==> config.mk <==
export PLATFORM = sky130hd
export DESIGN_NAME = sorted_priority_list_unit
export DESIGN_NICKNAME = d
export VERILOG_FILES = /design/src/rtl/spl_pkg.sv /design/src/rtl/sorted_priority_list_unit.sv /design/src/rtl/spl_cell.sv
export SDC_FILE = /design/constraint.sdc
export NUM_CORES = 2
export LEC_CHECK = 0
export BUFFER_PORTS_ARGS = -buffer_cell sky130_fd_sc_hd__buf_4
export CELL_PAD_IN_SITES_DETAIL_PLACEMENT = 1
export CELL_PAD_IN_SITES_GLOBAL_PLACEMENT = 2
export CORE_MARGIN = 3
export CORE_UTILIZATION = 45
export DETAILED_ROUTE_END_ITERATION = 16
export GPL_TIMING_DRIVEN = 0
export PLACE_DENSITY = 0.89
export SLEW_MARGIN = 40
export SYNTH_ARGS = -nofsm -noshare
export SYNTH_HDL_FRONTEND = slang
export SYNTH_SLANG_ARGS = --single-unit
export TNS_END_PERCENT = 50
==> constraint.sdc <==
create_clock -name clock -period 10.29 [get_ports clock]
set_clock_uncertainty 0.2 [all_clocks]
set_input_delay 1.5435 -clock clock [delete_from_list [all_inputs] [get_ports clock]]
set_output_delay 1.5435 -clock clock [all_outputs]
set_load 0.01 [all_outputs]
==> src/rtl/spl_pkg.sv <==
`default_nettype none
// ----------------------------------------------------------------------------
// spl_pkg
// Shared types and constants for the sorted priority list unit.
// ----------------------------------------------------------------------------
package spl_pkg;

   // number of cells in the list
   localparam int CAPACITY = 16;

   // width of the internal entry counter (holds 0 .. CAPACITY)
   localparam int CNT_W = $clog2(CAPACITY + 1);

   // width of the entry count field on the result channel
   localparam int COUNT_OUT_W = 5;

   // action codes
   localparam logic ACTION_INSERT = 1'b0;
   localparam logic ACTION_POP    = 1'b1;

   // result status codes
   typedef enum logic [1:0] {
      STATUS_OK    = 2'd0,
      STATUS_EMPTY = 2'd1,
      STATUS_FULL  = 2'd2
   } status_type;

   typedef logic signed [31:0] data_type;

   // command broadcast to every cell
   typedef struct packed {
      logic     insert;
      logic     pop;
      data_type value;
   } cell_cmd_type;

endpackage : spl_pkg
`default_nettype wire

==> src/rtl/sorted_priority_list_unit.sv <==
`default_nettype none
// ----------------------------------------------------------------------------
// sorted_priority_list_unit
// Bounded ascending list of signed values built as a chain of cells; insert
// places a value in sorted order, pop removes the smallest.
// ----------------------------------------------------------------------------
// result: an accepted request's result is in the output register in the cycle after it is accepted
// throughput: 1 request per cycle while req_stall is low; every cell compares and shifts in the same cycle
// the output register takes a new result whenever the old one is taken or absent
// reset: clears all cell valid bits, the entry count and the output valid
// ----------------------------------------------------------------------------
module sorted_priority_list_unit
   import spl_pkg::*;
(
   input  wire logic                    clock,
   input  wire logic                    reset,
   input  wire logic                    req_valid,
   output logic                         req_stall,
   input  wire logic                    req_action,
   input  wire logic signed [31:0]      req_value,
   output logic                         rsp_valid,
   input  wire logic                    rsp_stall,
   output logic signed [31:0]           rsp_popped_value,
   output logic [1:0]                   rsp_status,
   output logic [COUNT_OUT_W-1:0]       rsp_entry_count
);

   data_type     cell_value [CAPACITY];
   logic         cell_valid [CAPACITY];
   logic         cell_place [CAPACITY];
   cell_cmd_type cmd;

   logic         req_accept;
   logic         list_empty;
   logic         list_full;
   logic         is_pop;

   logic [CNT_W-1:0] count_ff, count_in;
   logic             rsp_valid_ff;
   data_type         popped_ff, popped_in;
   status_type       status_ff, status_in;

   // handshake: output register frees up when its result is taken
   assign req_stall  = rsp_valid_ff && rsp_stall;
   assign req_accept = req_valid && !req_stall;

   assign list_empty = !cell_valid[0];
   assign list_full  = cell_valid[CAPACITY-1];
   assign is_pop     = (req_action == ACTION_POP);

   // decode request into cell command and result
   always_comb begin
      cmd.insert = 1'b0;
      cmd.pop    = 1'b0;
      cmd.value  = req_value;
      popped_in  = '0;
      status_in  = STATUS_OK;
      count_in   = count_ff;
      if (is_pop) begin
         if (list_empty) begin
            status_in = STATUS_EMPTY;
         end else begin
            cmd.pop   = req_accept;
            popped_in = cell_value[0];
            count_in  = count_ff - CNT_W'(1);
         end
      end else begin
         if (list_full) begin
            status_in = STATUS_FULL;
         end else begin
            cmd.insert = req_accept;
            count_in   = count_ff + CNT_W'(1);
         end
      end
   end

   // chain of cells
   for (genvar i = 0; i < CAPACITY; i++) begin : g_cell
      data_type left_value;
      logic     left_valid;
      logic     left_place;
      data_type right_value;
      logic     right_valid;

      if (i == 0) begin : g_head
         assign left_value = '0;
         assign left_valid = 1'b1;
         assign left_place = 1'b0;
      end else begin : g_left
         assign left_value = cell_value[i-1];
         assign left_valid = cell_valid[i-1];
         assign left_place = cell_place[i-1];
      end

      if (i == CAPACITY - 1) begin : g_tail
         assign right_value = '0;
         assign right_valid = 1'b0;
      end else begin : g_right
         assign right_value = cell_value[i+1];
         assign right_valid = cell_valid[i+1];
      end

      spl_cell u_cell (
         .clock       (clock),
         .reset       (reset),
         .cmd         (cmd),
         .left_value  (left_value),
         .left_valid  (left_valid),
         .left_place  (left_place),
         .right_value (right_value),
         .right_valid (right_valid),
         .value       (cell_value[i]),
         .valid       (cell_valid[i]),
         .place       (cell_place[i])
      );
   end

   // control state: count and output valid
   always_ff @(posedge clock) begin
      if (reset) begin
         count_ff     <= '0;
         rsp_valid_ff <= 1'b0;
      end else begin
         if (req_accept) begin
            count_ff     <= count_in;
            rsp_valid_ff <= 1'b1;
         end else if (!rsp_stall) begin
            rsp_valid_ff <= 1'b0;
         end
      end
   end

   // result payload
   logic [CNT_W-1:0] count_rsp_ff;

   always_ff @(posedge clock) begin
      if (req_accept) begin
         popped_ff    <= popped_in;
         status_ff    <= status_in;
         count_rsp_ff <= count_in;
      end
   end

   assign rsp_valid        = rsp_valid_ff;
   assign rsp_popped_value = popped_ff;
   assign rsp_status       = status_ff;
   assign rsp_entry_count  = COUNT_OUT_W'(count_rsp_ff);

endmodule : sorted_priority_list_unit
`default_nettype wire

==> src/rtl/spl_cell.sv <==
`default_nettype none
// ----------------------------------------------------------------------------
// spl_cell
// One slot of the sorted list: holds a value and a valid bit, compares the
// broadcast value and shifts with its neighbors on insert or pop.
// ----------------------------------------------------------------------------
module spl_cell
   import spl_pkg::*;
(
   input  wire logic         clock,
   input  wire logic         reset,
   input  wire cell_cmd_type cmd,
   // neighbor toward the head (smaller values)
   input  wire data_type     left_value,
   input  wire logic         left_valid,
   input  wire logic         left_place,
   // neighbor toward the tail (larger values)
   input  wire data_type     right_value,
   input  wire logic         right_valid,
   output data_type          value,
   output logic              valid,
   output logic              place
);

   data_type value_ff, value_in;
   logic     valid_ff, valid_in;

   // new value belongs at or before this slot (ahead of equal values)
   assign place = !valid_ff || (cmd.value <= value_ff);

   // next slot contents
   always_comb begin
      value_in = value_ff;
      valid_in = valid_ff;
      if (cmd.insert) begin
         if (place) begin
            value_in = left_place ? left_value : cmd.value;
         end
         valid_in = valid_ff | left_valid;
      end else if (cmd.pop) begin
         value_in = right_value;
         valid_in = right_valid;
      end
   end

   // valid bit is control state
   always_ff @(posedge clock) begin
      if (reset) begin
         valid_ff <= 1'b0;
      end else begin
         valid_ff <= valid_in;
      end
   end

   // stored value needs no reset
   always_ff @(posedge clock) begin
      value_ff <= value_in;
   end

   assign value = value_ff;
   assign valid = valid_ff;

endmodule : spl_cell
`default_nettype wire
==> reports/qor.yml <==
status: "finished clean"
drc: 0
ctsLongestPathBuffers: 3
rsz0062_at_grt: "false"
placementRows: 113
maxCapViolCount: 0
totalWireLength_um: 196000
cts_buffers: 73
synth_edf_count: 551
synth_top_family_by_area: "compound AO/OA/AOI/OAI gates"
fp.dieH_um: 317
yosys.area_share.simple_pct: 11.5
seq_area_frac_synth_pct: 39.0
avgRoutedWirePerCell_um: 31.2
vdd_ir_drop_max_mv: 0.113
period_share_pct: 53.1
end_kind: "register"
synth_compound_area_share_pct: 27.0
dp_cells: 6146
hp-class: "register to register"
grt_pass1_vias: 41500
drtPass1Iterations: 5
cts_resized: 0
die_w_um: 317
path_class: "input port to register"
grt_max_degree: 49
fmax_mhz: 183
maxSlewViolCount: 0
synth-xor-area-share_pct: 0.141
instances_no_fill: 6279
fin_tns_setup_ns: 0
htreeDepth: 3
async_reset_ff_share_pct: 0
finalWorstSetupSlack_ns: 4.83
relSlewSlack_pct: 41.6
synth_fp_nets: 5302
hold_path_depth: 2
dp_hpwl_um: 146000
area_delta_synth_final_pct: 12.1
cts_hold_buf: 0
yosysUniqueCellTypes: 58
period_minus_slack_ns: 5.46
finalHoldViolCount: 0
nNetsFinal: 5475
synthCells: 4783
viasPerCell: 6.77
clock_latency_ns: 0.66
worstPathRequired_ns: 10.45
antenna_left: 0
clockRootBuffer: "clkbuf_16"
portBuffers: 77
insertedDiodeCount: 0
io_pins: 78
setup_viol: 0
gr-usage-all-layers_pct: 38.3
dp_slack_ns: 3.99
timing.hold.ws_ns: 0.344
critPathArrivalTime_ns: 5.62
cts_sinks: 573
post_cts_buffers: 0
synth_seq_cells: 573
grt_pass1_wl_um: 281000
tritoncts: "done"
die_area_mm2: 0.101
synth.area.mux_share_pct: 0.758
p_per_area_mw_per_mm2: 151
worst_pin_slew_ns: 0.877
path_clk_slew_ns: 0.06
core_mm2: 0.0954
critical_path.max_fanout: 20
reg2regPathDepth: 11
synth_fa_ha_area_share_pct: 13.8
p_leak_nw: 18.6
drive_gt1_share_pct: 6.80
vias: 42500
syn_avg_cell_area_um2: 9.11
place.gp.congestion: 0.950
yosysWarnings: 0
antenna_found_initial: 8
worstSetupStartpointType: "input port"
synth_ff_type: "edfxtp_1"
initial_core_util_pct: 45.6
first_iter_violations: 5273
grt_overflow_total: 0
netlist_area_mm2: 0.0436
## where the power goes
group          switching [mW]  internal [mW]  total, mW  leakage (nW)
combinational            1.19          0.509       1.70          12.1
clock                    1.13           1.58       2.71          1.19
sequential              0.175           2.78       2.96          5.34
total                    2.49           4.87       7.36          18.6
## cell families (layout without fill, tap and decap cells)
| kind of cell | Yosys count | in the layout |
|---|---|---|
| XOR/XNOR | 7 | 7 |
| AND/OR/NAND/NOR | 1077 | 1077 |
| adder cells (fa/ha/maj) | 482 | 482 |
| flip-flops | 573 | 573 |
| buffers and inverters | 881 | 1112 |
| AO/OA/AOI/OAI | 1730 | 1730 |
| multiplexers | 33 | 33 |
## cell usage after synthesis (all sizes together), types with 11 or more instances
master	instances	share of area [%]
o211ai	746	13
edfxtp	551	38
inv	485	4.2
ha	482	14
nor2	476	4.1
a31oi	416	6.0
clkbuf	337	2.9
a21oi	232	2.7
nand2	183	1.6
o21ai	181	2.1
nand4	148	2.1
nand3	96	1.1
buf	59	0.68
nor3	43	0.49
nor4	36	0.52
a21o	33	0.57
mux2i	33	0.76
o221ai	31	1.0
nor2b	26	0.37
dfxtp	22	1.0
or4	17	0.29
a221oi	15	0.30
nand2b	15	0.22
and4	14	0.28
a211o	13	0.26
a21boi	13	0.22
a2111o	11	0.28
o31a	11	0.22
or3	11	0.16
## cells in the final DEF, fill, tap and decap left out, types with 17 or more instances in the layout
cell type / count
clkbuf_1: 311
clkbuf_16: 75
nor4_1: 22
buf_8: 17
nand4_1: 147
dfxtp_1: 22
mux2i_1: 33
nor3_1: 41
o21ai_0: 105
o211ai_1: 745
edfxtp_1: 551
nor2_1: 475
a21o_1: 33
a21oi_1: 232
o21ai_1: 62
a31oi_1: 416
nand2_1: 183
buf_4: 89
buf_1: 35
or4_1: 17
clkbuf_2: 42
ha_1: 482
nor2b_1: 26
o221ai_2: 29
nand3_1: 96
inv_1: 484
## final cells by class
type / instances / area, um2
Buffer: 396 / 1630
Timing Repair Buffer: 98 / 903
Multi-Input combinational cell: 3329 / 23500
Tap cell: 1265 / 1580
Clock inverter: 35 / 418
Sequential cell: 573 / 17000
Fill cell: 11100 / 46600
Clock buffer: 98 / 2010
Inverter: 485 / 1820
## critical path, stage by stage
cell and delay [ns]:
buf_4 0.45, ha_1 0.42, nand4_1 0.22, nor4_1 0.70, a21boi_1 0.46, nand2b_1 0.19, a211o_1 0.27, clkbuf_1 0.36
o21ai_0 0.24, o21ai_4 0.46, buf_8 0.25
## through the flow
step,utilization [%],power [mW],instance area (um2)
after CTS,51.1,7.30,48800
after global placement,47.9,4.55,45700
after global routing,51.1,7.60,48800
after floorplan,-,3.93,43600
final,51.1,7.36,48800
after detailed placement,48.6,4.64,46300
## sequential cells by signal, indices dropped and copies added, names as in the netlist
signal	count
g_cell.u_cell.value	512
rsp_popped_value	32
g_cell.u_cell.valid	16
count_ff	5
rsp_entry_count	5
rsp_status	2
rsp_valid	1
## worst paths after layout
kind / startpoint / end / slack, ns
worst min register to register: count_ff[4] / count_ff[4] / 0.34
worst min-delay path: count_ff[4] / count_ff[4] / 0.34
worst max-delay path: req_value[31] / g_cell[3].u_cell.value[4] / 4.83
worst max register to register: g_cell[9].u_cell.value[31] / g_cell[9].u_cell.value[5] / 5.62
## layer usage
metal | track usage (%) | vias to the layer above | share of wire (%)
met5 | 0 | - | 0.014
met4 | 20.9 | 4 | 6.6
met3 | 7.35 | 497 | 11
met2 | 57.3 | 2403 | 42
met1 | 52.4 | 20900 | 41
li1 | - | 18700 | -
Note: power is estimated with default switching activity, not from simulation.
